===== config.mk =====
export PLATFORM = sky130hd
export DESIGN_NAME = fifo_replacement_cache
export DESIGN_NICKNAME = d
export VERILOG_FILES = /design/src/frc_pkg.sv /design/src/frc_cell.sv /design/src/fifo_replacement_cache.sv
export SDC_FILE = /design/constraint.sdc
export NUM_CORES = 1
export LEC_CHECK = 0
export ABC_AREA = 0
export BUFFER_PORTS_ARGS = -buffer_cell sky130_fd_sc_hd__clkbuf_2
export CAP_MARGIN = 40
export CELL_PAD_IN_SITES_DETAIL_PLACEMENT = 2
export CELL_PAD_IN_SITES_GLOBAL_PLACEMENT = 2
export CORE_MARGIN = 2
export CORE_UTILIZATION = 50
export DETAILED_ROUTE_END_ITERATION = 10
export GPL_ROUTABILITY_DRIVEN = 1
export PLACE_DENSITY_LB_ADDON = 0.1
export SYNTH_ARGS = -nofsm -noshare
export SYNTH_HDL_FRONTEND = slang
export SYNTH_HIERARCHICAL = 1
export SYNTH_SLANG_ARGS = --single-unit

===== constraint.sdc =====
create_clock -name aclk -period 5.8 [get_ports aclk]
set_input_delay 0.58 -clock aclk [delete_from_list [all_inputs] [get_ports aclk]]
set_output_delay 0.58 -clock aclk [all_outputs]
set_load 0.02 [all_outputs]

===== src/frc_pkg.sv =====
// shared types and constants of the fifo replacement cache
// no dependencies
`default_nettype none

package frc_pkg;

    localparam int DEPTH_DEF = 8;
    localparam int WORD_W    = 32;
    localparam int CMD_W     = 2;
    localparam int STATUS_W  = 3;
    localparam int OCC_W     = 4;
    localparam int S_DATA_W  = 64;
    localparam int M_DATA_W  = 40;

    typedef enum logic [CMD_W-1:0] {
        CMD_PUT = 2'd0,
        CMD_GET = 2'd1,
        CMD_DEL = 2'd2
    } cmd_t;

    typedef enum logic [STATUS_W-1:0] {
        ST_STORED  = 3'd0,
        ST_EVICTED = 3'd1,
        ST_HIT     = 3'd2,
        ST_MISS    = 3'd3,
        ST_DELETED = 3'd4
    } status_t;

    // per-cell control from the sequencer
    typedef struct packed {
        logic live;
        logic take_new;
        logic take_next;
    } cell_ctl_t;

endpackage

`default_nettype wire


===== src/frc_cell.sv =====
// one entry cell of the fifo replacement cache row
// depends on frc_pkg
`default_nettype none

module frc_cell (
    input  wire logic                           aclk,
    input  wire frc_pkg::cell_ctl_t             ctl,
    input  wire logic [frc_pkg::WORD_W-1:0]     new_key,
    input  wire logic [frc_pkg::WORD_W-1:0]     new_value,
    input  wire logic [frc_pkg::WORD_W-1:0]     next_key,
    input  wire logic [frc_pkg::WORD_W-1:0]     next_value,
    input  wire logic [frc_pkg::WORD_W-1:0]     probe_key,
    output logic      [frc_pkg::WORD_W-1:0]     key_q,
    output logic      [frc_pkg::WORD_W-1:0]     value_q,
    output logic                                match
);

    logic [frc_pkg::WORD_W-1:0] key_reg;
    logic [frc_pkg::WORD_W-1:0] value_reg;

    // new entry wins over a shift from the younger neighbour
    always_ff @(posedge aclk) begin
        if (ctl.take_new) begin
            key_reg   <= new_key;
            value_reg <= new_value;
        end else if (ctl.take_next) begin
            key_reg   <= next_key;
            value_reg <= next_value;
        end
    end

    assign match   = ctl.live & (key_reg == probe_key);
    assign key_q   = key_reg;
    assign value_q = value_reg;

endmodule

`default_nettype wire


===== src/fifo_replacement_cache.sv =====
// flow: an input transfer latches the payload registers, then the exec state compares and shifts
// the cell row and loads the result registers, which raise output valid (latch, then compare and shift)
// a new item is not taken while one is in the latch or exec state, so one item is in flight at a time;
// the next item is taken only once the result register is free or being freed
// reset (aresetn low, synchronous) empties the store and clears the sequencer and output valid
// entry contents are not reset; cells at or above the fill count are never matched
`default_nettype none

module fifo_replacement_cache #(
    parameter int DEPTH = frc_pkg::DEPTH_DEF
) (
    input  wire logic                           aclk,
    input  wire logic                           aresetn,
    // input channel
    input  wire logic                           s_tvalid,
    output logic                                s_tready,
    input  wire logic [frc_pkg::S_DATA_W-1:0]   s_tdata,  // key[31:0], data_in[63:32]
    input  wire logic [frc_pkg::CMD_W-1:0]      s_tuser,  // command[1:0]
    // result channel
    output logic                                m_tvalid,
    input  wire logic                           m_tready,
    output logic      [frc_pkg::M_DATA_W-1:0]   m_tdata,  // data_out[31:0], occupancy[35:32], zero pad
    output logic      [frc_pkg::STATUS_W-1:0]   m_tuser   // status[2:0]
);

    localparam int CNT_W = $clog2(DEPTH + 1);
    localparam int W     = frc_pkg::WORD_W;

    // sequencer states
    typedef enum logic [1:0] {
        S_IDLE = 2'b01,
        S_EXEC = 2'b10
    } state_t;

    state_t                 state_reg, state_next;
    frc_pkg::cmd_t          cmd_reg;
    logic signed [W-1:0]    key_reg;
    logic signed [W-1:0]    data_reg;
    logic [CNT_W-1:0]       count_reg, count_next;

    logic                   m_valid_reg, m_valid_next;
    frc_pkg::status_t       status_reg, status_next;
    logic [W-1:0]           dout_reg, dout_next;
    logic [frc_pkg::OCC_W-1:0] occ_reg, occ_next;

    // cell row wiring
    frc_pkg::cell_ctl_t     cell_ctl [DEPTH];
    logic [W-1:0]           cell_key [DEPTH];
    logic [W-1:0]           cell_val [DEPTH];
    logic [W-1:0]           nb_key   [DEPTH];
    logic [W-1:0]           nb_val   [DEPTH];
    logic [DEPTH-1:0]       match_vec;
    logic [DEPTH-1:0]       first_hit;
    logic [DEPTH-1:0]       shift_mask;
    logic [DEPTH-1:0]       write_pos;
    logic [W-1:0]           hit_value;

    logic                   in_xfer;
    logic                   exec;
    logic                   hit;
    logic                   full;
    logic                   is_put;
    logic                   is_del;
    logic [CNT_W+frc_pkg::OCC_W-1:0] count_wide;

    assign in_xfer  = s_tvalid & s_tready;
    assign exec     = (state_reg == S_EXEC);
    // next item may enter once the output register is free or being freed
    assign s_tready = (state_reg == S_IDLE) & (~m_valid_reg | m_tready);

    assign full   = (count_reg == CNT_W'(DEPTH));
    assign is_put = (cmd_reg == frc_pkg::CMD_PUT);
    assign is_del = (cmd_reg == frc_pkg::CMD_DEL);

    // oldest match: lowest set bit, and every cell from there on shifts on delete
    assign hit        = |match_vec;
    assign first_hit  = match_vec & (~match_vec + DEPTH'(1));
    assign shift_mask = hit ? ~(first_hit - DEPTH'(1)) : '0;

    always_comb begin
        hit_value = '0;
        for (int i = 0; i < DEPTH; i++) begin
            hit_value = hit_value | (cell_val[i] & {W{first_hit[i]}});
        end
    end

    // the row of cells, each fed by its younger neighbour
    for (genvar i = 0; i < DEPTH; i++) begin : g_cell
        if (i == DEPTH - 1) begin : g_tail
            assign nb_key[i] = '0;
            assign nb_val[i] = '0;
            // a put into a full store lands in the youngest cell
            assign write_pos[i] = full | (count_reg == CNT_W'(i));
        end else begin : g_body
            assign nb_key[i] = cell_key[i+1];
            assign nb_val[i] = cell_val[i+1];
            assign write_pos[i] = ~full & (count_reg == CNT_W'(i));
        end

        assign cell_ctl[i].live      = (CNT_W'(i) < count_reg);
        assign cell_ctl[i].take_new  = exec & is_put & write_pos[i];
        assign cell_ctl[i].take_next = exec & ((is_put & full) | (is_del & shift_mask[i]));

        frc_cell u_cell (
            .aclk       (aclk),
            .ctl        (cell_ctl[i]),
            .new_key    (key_reg),
            .new_value  (data_reg),
            .next_key   (nb_key[i]),
            .next_value (nb_val[i]),
            .probe_key  (key_reg),
            .key_q      (cell_key[i]),
            .value_q    (cell_val[i]),
            .match      (match_vec[i])
        );
    end

    // command decode and result
    always_comb begin
        status_next = frc_pkg::ST_MISS;
        dout_next   = '0;
        count_next  = count_reg;
        unique case (cmd_reg)
            frc_pkg::CMD_PUT: begin
                if (full) begin
                    status_next = frc_pkg::ST_EVICTED;
                end else begin
                    status_next = frc_pkg::ST_STORED;
                    count_next  = count_reg + CNT_W'(1);
                end
            end
            frc_pkg::CMD_GET: begin
                if (hit) begin
                    status_next = frc_pkg::ST_HIT;
                    dout_next   = hit_value;
                end
            end
            frc_pkg::CMD_DEL: begin
                if (hit) begin
                    status_next = frc_pkg::ST_DELETED;
                    count_next  = count_reg - CNT_W'(1);
                end
            end
            default: begin
                status_next = frc_pkg::ST_MISS;
            end
        endcase
    end

    // occupancy shows the low bits of the new count
    assign count_wide = {{frc_pkg::OCC_W{1'b0}}, count_next};
    assign occ_next   = count_wide[frc_pkg::OCC_W-1:0];

    always_comb begin
        state_next = state_reg;
        unique case (state_reg)
            S_IDLE: begin
                if (in_xfer) begin
                    state_next = S_EXEC;
                end
            end
            S_EXEC: begin
                state_next = S_IDLE;
            end
            default: begin
                state_next = S_IDLE;
            end
        endcase
    end

    always_comb begin
        m_valid_next = m_valid_reg;
        if (exec) begin
            m_valid_next = 1'b1;
        end else if (m_tready) begin
            m_valid_next = 1'b0;
        end
    end

    // control state
    always_ff @(posedge aclk) begin
        if (!aresetn) begin
            state_reg   <= S_IDLE;
            count_reg   <= '0;
            m_valid_reg <= 1'b0;
        end else begin
            state_reg   <= state_next;
            m_valid_reg <= m_valid_next;
            if (exec) begin
                count_reg <= count_next;
            end
        end
    end

    // payload registers
    always_ff @(posedge aclk) begin
        if (in_xfer) begin
            cmd_reg  <= frc_pkg::cmd_t'(s_tuser);
            key_reg  <= s_tdata[W-1:0];
            data_reg <= s_tdata[2*W-1:W];
        end
        if (exec) begin
            status_reg <= status_next;
            dout_reg   <= dout_next;
            occ_reg    <= occ_next;
        end
    end

    assign m_tvalid = m_valid_reg;
    assign m_tuser  = status_reg;
    assign m_tdata  = {{(frc_pkg::M_DATA_W - W - frc_pkg::OCC_W){1'b0}}, occ_reg, dout_reg};

endmodule

`default_nettype wire


---- Word-level counts from Yosys, hierarchy flattened ----
Index checks and enable logic that the tools add are counted.
storage, ports and cells
  bits in registers ....................... 624
  bits in latches ......................... 0
  bits in writable memories ............... 0
  ROM bits ................................ 0
  output and inout port bits .............. 45
  word-level logic and storage cells ...... 185
  memories ................................ 0
operators by class
  add/subtract/negate cells ............... 4
  $mul .................................... 0
  divide/modulo/power cells ............... 0
  magnitude comparators ................... 8
  equal/unequal tests ..................... 20
  shifts and indexed selects .............. 0
  mux-type cells .......................... 41
  bitwise gates (word level) .............. 73
  reduce and logical (&&, ||, !) cells .... 14
operators with widths
  operator             count
  $mux 32              31
  $and 32x32->32       8
  $eq 32x32->1         8
  $or 32x32->32        7
  $and 1x1->1          43
  $reduce_bool 2->1    9
  $eq 4x3->1 const B   4
  $lt 3x4->1 const A   4
  $not 8->8            2
  $or 1x1->1           10
  $pmux 3 s3           1
  $add 8x1->8 const B  1
  $and 8x8->8          1
  $eq 4x2->1 const B   2
  $lt 1x4->1 const A   2
  $lt 2x4->1 const A   2
  $mux 4               2
  $mux 8               1
  $pmux 4 s2           1
  $reduce_or 8->1      1
  $sub 8x1->8 const B  1
  $add 4x1->4 const B  1
  $eq 2x1->1 const B   2
  $eq 2x2->1 const B   2
  other kinds (9)      14

---- Logic depth before layout (Yosys ltp) ----
Gate-level depths: netlist (run 1).
  depth after elaboration ................. 13
  mapped depth ............................ 13

---- Cells and area by module ----
The synthesis (run 1) kept the hierarchy.
modules (own cells, without submodules)
  module                  times used  cells each  area an instance (um^2)  seq. area each (um^2)
  frc_cell                8           180         3,051.7                  1,921.8
  fifo_replacement_cache  1           512         5,973.2                  3,293.2

---- Worst setup path after synthesis (run 1) ----
No wires, ideal clock.
  kind .................................... reg2reg
  from .................................... register key_reg[13]
  to ...................................... register g_cell[5].u_cell.key_reg (netlist bit g_cell[5].u_cell/key_q[0]) (enable)
  setup time .............................. 0.394 ns
  data arrival time ....................... 3.162 ns
  required time ........................... 5.406 ns
  setup slack ............................. 2.244 ns
  stages on the path, launching flop included .. 10
  path buffers ............................ 2
  clock period less this slack ............ 3.556 ns
  cells stage by stage .................... edfxtp_1 -> xor2_1 -> nor4_1 -> nand4_1 -> nor3_2 -> clkbuf_1 -> clkbuf_1 -> o21ai_0 -> a21oi_1 -> or2_2
RTL lines
  item                    line                           RTL
  from (decl)             fifo_replacement_cache.sv:37   logic signed [W-1:0] key_reg;
  from (signal assigned)  fifo_replacement_cache.sv:199  key_reg <= s_tdata[W-1:0];
  to (signal assigned)    frc_cell.sv:24                 key_reg <= new_key;
  to (signal assigned)    frc_cell.sv:27                 key_reg <= next_key;
  to (decl)               frc_cell.sv:18                 logic [frc_pkg::WORD_W-1:0] key_reg;

==> results of run 1 <==
-- area by class of cell --
class                   instances  area (sq um)
clock inverters                32           250
fillers                      5266         26000
well taps                     782           978
repair buffers                145           958
clock buffers                  98          1960
flip-flops and latches        624         18700
multi-input cells            1273         11400
inverters                       9          33.8
-- through the flow --
stage / cell area [sq um] / setup WS, ns
finish: 34200 / 0.928
global route: 34200 / 0.953
CTS: 34200 / 1.03
detailed placement: 32000 / 1.16
global placement: 31900 / 1.32
floorplan: 30600 / 2.24
-- power breakdown --
part / internal, mW / leakage, nW / switching (mW) / total [mW]
Combinational: 0.0968 / 4.60 / 0.133 / 0.230
Sequential: 4.94 / 5.71 / 0.127 / 5.07
Clock: 2.55 / 1.08 / 1.87 / 4.41
Total: 7.59 / 11.4 / 2.13 / 9.71
-- cell families after synthesis --
logic type | after synthesis | share of synthesized area, %
xor gates and xnor gates | 259 | 7.47
and+or+nand+nor | 225 | 4.60
DFF | 624 | 61.4
other | 1 | 0.0123
muxes | 514 | 19.0
adders and majority gates | 4 | 0.165
AOI/OAI and AO/OA | 203 | 5.02
buffers and inverters | 122 | 2.26
-- synth_stat cells (all sizes together), types with 7 or more instances --
cell type,n
mux2,512
inv,9
edfxtp,617
a22oi,33
nand4,8
or2,11
a31oi,36
dfxtp,7
xnor2,10
clkbuf,37
a221o,64
nor2,8
nand2,11
a21oi,10
nand3,50
nor4,59
o21ai,40
nand2b,35
buf,76
and2,8
nor3,17
xor2,249
-- layer usage --
metal / part of all wire (%) / global-route usage (%) / up-vias
li1: - / - / 7896
met1: 40 / 38.4 / 9941
met2: 53 / 56.6 / 606
met3: 4.2 / 3.99 / 192
met4: 3.1 / 9.96 / 0
met5: 0 / 0 / -
-- final timing paths --
path / from / end / slack [ns] / depth (start not counted)
worst min register to register: g_cell[1].u_cell/value_q[26] / g_cell[0].u_cell/value_q[26] / 0.58 / 1
worst max-delay path: key_reg[25] / g_cell[3].u_cell/key_q[16] / 0.93 / 9
worst max register to register: key_reg[25] / g_cell[3].u_cell/key_q[16] / 0.93 / 9
worst min-delay path: s_tdata[56] / data_reg[24] / 0.13 / 1
-- worst max-delay path: stages, from the launching register on --
cell	delay [ns]
edfxtp_1	0.74
xor2_1	0.20
nor4_1	0.92
nand4_1	0.25
nor3_2	0.83
or4_4	0.31
nand2_1	0.08
a21oi_1	0.22
or2_4	0.65
buf_4	0.34
==> impl_metrics.toml, run 1 <==
[drt]
drtIter0Drc = 1396
antenna_left = 0
drt-wirelength-per-cell_microns = 32.7
viasPerCell = 6.29
drcViolationCount = 0
wl_mm = 97.0
vias = 18600
drtPass1Iterations = 5

[clock_tree]
cts_buffers = 71
htreeDepth = 3
root_buffer = "clkbuf_16"
cts_hold_buf = 0
cts.path.max_buffers = 3
clkSinkCount = 624
clk_latency_ns = 0.62
cts.clk_slew.worst_paths_ns = 0.06
ctsResizeCount = 0
cts_tree = "yes"
post_cts_buffers = 0

[setup_path]
crit_path_max_fanout = 32
start_kind = "flip-flop"
critPathCaptureType = "flip-flop"
crit_arrival_ns = 5.18
crit_type = "flip-flop to flip-flop"
crit_required_ns = 6.10

[timing]
timing.final.crit_period_ns = 4.87
period_share_pct = 84.0
finClkSkew_ns = 0.0212
report.final.slew_viol_count = 0
grt_setup_unrepaired = "no"
fin_hold_ws_ns = 0.135
finalHoldViolations = 0
max_freq_mhz = 205
tightest_slew_ns = 1.04
finalSetupTns_ns = 0
max_slew_margin_pct = 30.2
finalSetupViolations = 0

[yosys]
synth_cells = 1952
async_reset_ff_share_pct = 0
synth_edf_count = 617
post_synth.cell_area_avg_sq_um = 15.6
synth_area_leaders = "edfxtp_1, mux2_2, xor2_1"
synth-main-ff-cell = "edfxtp_1"
yosys_register_bits = 624
yosysWarnings = 6
synth_top_area_share_pct = 61.0
yosysTopAreaCell = "edfxtp_1"
synth_area_sq_um = 30400
ys_seq_area_share_pct = 61.4
yosysUniqueCellTypes = 55

[floorplanning]
num_io_pins = 115
die_y_microns = 251
core.rowCount = 90
die-area_sq_um = 62800
initial_core_util_pct = 50.4
core-area_sq_um = 60200
die_width_microns = 251

[job]
maxCapViolations = 0

[layout]
drive_above_1_share_pct = 36.1
nets = 2198
antenna_cells = 0
area_growth_syn_to_layout_pct = 12.6
final_cell_count_no_fill = 2963
most-common-layout-cells = "edfxtp_1, mux2_2, xor2_1"
final_common_cell = "edfxtp_1"
fin_util_pct = 56.8

[power_and_ir_drop]
irDropWorstVdd_v = 0.000238
p_leak_nw = 11.4
totalPowerFinal_mw = 9.71
power.density_nw_per_um2 = 284

[min_path]
hold_class = "input pin to flip-flop"

[placed_design]
port_buffers = 110
routabilityCongestion = 0.787
dp_cells = 2832
place_hpwl_mm = 58.2

[global_routing]
grt_first_pass_wirelength_mm = 143
overflow = 0
grt_pass1_vias = 20900
grt.total_usage_pct = 31.1
antenna_found_initial = 1
grt_max_degree = 65

[run_status]
status = "complete, no violations"
Note: power is estimated with default switching activity, not from simulation.
==> run 2: changes to the inputs <==
CORE_UTILIZATION = 42   (was 50)
clock period = 3.95 ns   (was 5.8 ns; I/O delays follow)
==> run 2 against run 1 <==
Compared with the run above:
- die area increased by 19%
- clock power increased by 49%
- count of clock-buffer cells in the layout decreased by 4
- sequential power increased by 46%
- via count decreased by 2.5%
- wire length decreased by 12%
- sequential share of layout area decreased by 2.3 points
- final cell count increased by 9.6%
- fmax increased by 31%
- worst setup slack got worse by 0.69 ns
- critical endpoint is now g_cell[5].u_cell/key_q[2]
==> impl_metrics.toml, run 2 (synthesis gave the netlist of run 1 again) <==
[run_status]
status = "complete, no violations"

[clock_tree]
htreeDepth = 3
root_buffer = "clkbuf_16"
cts_buffers = 73
cts.clk_slew.worst_paths_ns = 0.05
clk_latency_ns = 0.62
cts.path.max_buffers = 3
ctsResizeCount = 0
clkSinkCount = 624
cts_tree = "yes"

[job]
maxCapViolations = 0

[drt]
wl_mm = 85.7
drtIter0Drc = 1067
drcViolationCount = 0
drtPass1Iterations = 5
viasPerCell = 5.60
antenna_left = 0
drt-wirelength-per-cell_microns = 26.4
vias = 18200

[power_and_ir_drop]
clkPwrFrac_pct = 45.7
p_leak_nw = 12.0
p_sw_mw = 3.08
power.density_nw_per_um2 = 402
irDropWorstVdd_v = 0.000281
pwr-share-comb_pct = 2.7
switching_share_pct = 21.4
p_int_mw = 11.3
pwr-share-seq_pct = 51.6

[setup_path]
start_kind = "flip-flop"
cp_top_family = "simple AND/OR/NAND/NOR gates"
reg2reg_depth = 11
rr_startpoint = "key_reg[31]"
crit_arrival_ns = 4.00
rrSetupSlack_ns = 0.24
path_cells = "xor2_1 > nor4_1 > buf_4 > nand4_1 > nor3_4 > nor4_4 > nand2b_1 > o21ai_0 > a21oi_1 > or2_4 > buf_12"
crit_path_max_fanout = 34
crit_type = "flip-flop to flip-flop"
cp_slowest_cell = "edfxtp_1"
critPathCaptureType = "flip-flop"
crit_buf_inv = 2
crit_required_ns = 4.23
r2r_end = "g_cell[5].u_cell/key_q[2]"
slowest_delay_ns = 0.66

[global_routing]
grt_use_met3_pct = 2.77
grtUsageMet1_pct = 28.3
grt_pass1_vias = 20500
overflow = 0
antenna_found_initial = 3
grt_first_pass_wirelength_mm = 129
grt.busiest_layer = "met2"
grt.total_usage_pct = 23.1
grt_max_degree = 65
use_met2_pct = 42.3

[layout]
final_common_cell = "edfxtp_1"
most-common-layout-cells = "edfxtp_1, mux2_2, xor2_1"
fin_util_pct = 49.9
antenna_cells = 0
area_growth_syn_to_layout_pct = 17.7
drive_above_1_share_pct = 36.7
nets = 2313

[timing]
max_freq_mhz = 269
max_slew_margin_pct = 39.6
grt_setup_unrepaired = "no"
finalSetupViolations = 0
fin_ws_ns = 0.235
finalHoldViolations = 0
timing.final.crit_period_ns = 3.71
finalSetupTns_ns = 0
tightest_slew_ns = 0.904
finClkSkew_ns = 0.0262
report.final.slew_viol_count = 0
period_share_pct = 94.0

[floorplanning]
core-area_sq_um = 71600
initial_core_util_pct = 42.4
die-area_sq_um = 74500
num_io_pins = 115
core.rowCount = 98
die_width_microns = 273
die_y_microns = 273

[min_path]
holdPathStages = 1
holdPathEnd = "key_reg[8]"
hp-start = "s_tdata[8]"
hold_class = "input pin to flip-flop"

[placed_design]
port_buffers = 110
routabilityCongestion = 0.752
pre_cts_slack_ns = 0.239
place_hpwl_mm = 54.0
==> run 2: cell count changes in the layout (fill, tap and decap cells not counted), sizes merged <==
cell,before,now
buf,35,86
clkbuf,208,204
clkinv,25,34
inv,12,9
dlygate4sd3,0,62
==> run 2: worst max-delay path by stage <==
stage	from	end	cells past startpoint
CTS	key_reg[13]	g_cell[5].u_cell/value_q[27]	10
floorplan	key_reg[13]	g_cell[5].u_cell/key_q[0]	9
detailed placement	key_reg[13]	g_cell[5].u_cell/key_q[2]	10
global route	key_reg[6]	g_cell[5].u_cell/key_q[2]	11
global placement	key_reg[25]	dout_reg[9]	9
finish	key_reg[31]	g_cell[5].u_cell/key_q[2]	11
==> run 2: area by class of cell <==
cell class / instances / area, sq um
clock inverter: 38 / 273
timing repair buffer: 258 / 2190
multi-input combinational: 1273 / 11400
tap: 950 / 1190
sequential: 624 / 18700
clock buffer: 94 / 2020
inverter: 9 / 33.8
fill: 6678 / 35900
==> run 2: timing repair <==
item	in CTS	in global routing
hold buffers	62	0
setup buffers	0	0
endpoints found under the hold margin	62	0
==> run 2: worst reg2reg max path: stages (launching register included) <==
cell and delay (ns):
edfxtp_1 0.66, xor2_1 0.27, nor4_1 0.46, buf_4 0.20
nand4_1 0.16, nor3_4 0.45, nor4_4 0.14, nand2b_1 0.17
o21ai_0 0.13, a21oi_1 0.25, or2_4 0.19, buf_12 0.27
==> run 2: power by group through the flow <==
stage          combinational, mW  clock (mW)  sequential, mW
3_5_place_dp               0.336           0            7.56
4_1_cts                    0.389        6.76            7.42
2_1_floorplan              0.198           0            7.51
5_1_grt                    0.425        6.97            7.44
3_3_place_gp               0.322           0            7.55
6_report                   0.387        6.58            7.42
==> run 2: through the flow <==
step / instances / cell area, sq um / total power [mW] / hold slack [ns]
floorplan: 2019 / 30600 / 7.71 / 0.494
global placement: 3051 / 32800 / 7.87 / 0.545
detailed placement: 3052 / 32800 / 7.90 / 0.557
CTS: 3246 / 35800 / 14.6 / 0.00998
global route: 3246 / 35800 / 14.8 / 0.0219
finish: 3246 / 35800 / 14.4 / 0.0459
==> run 2: layer usage <==
metal	vias to the layer above	wire (microns)
met4	0	2340
met1	9553	35600
met2	355	45100
met3	146	2680
met5	-	0
li1	8113	-
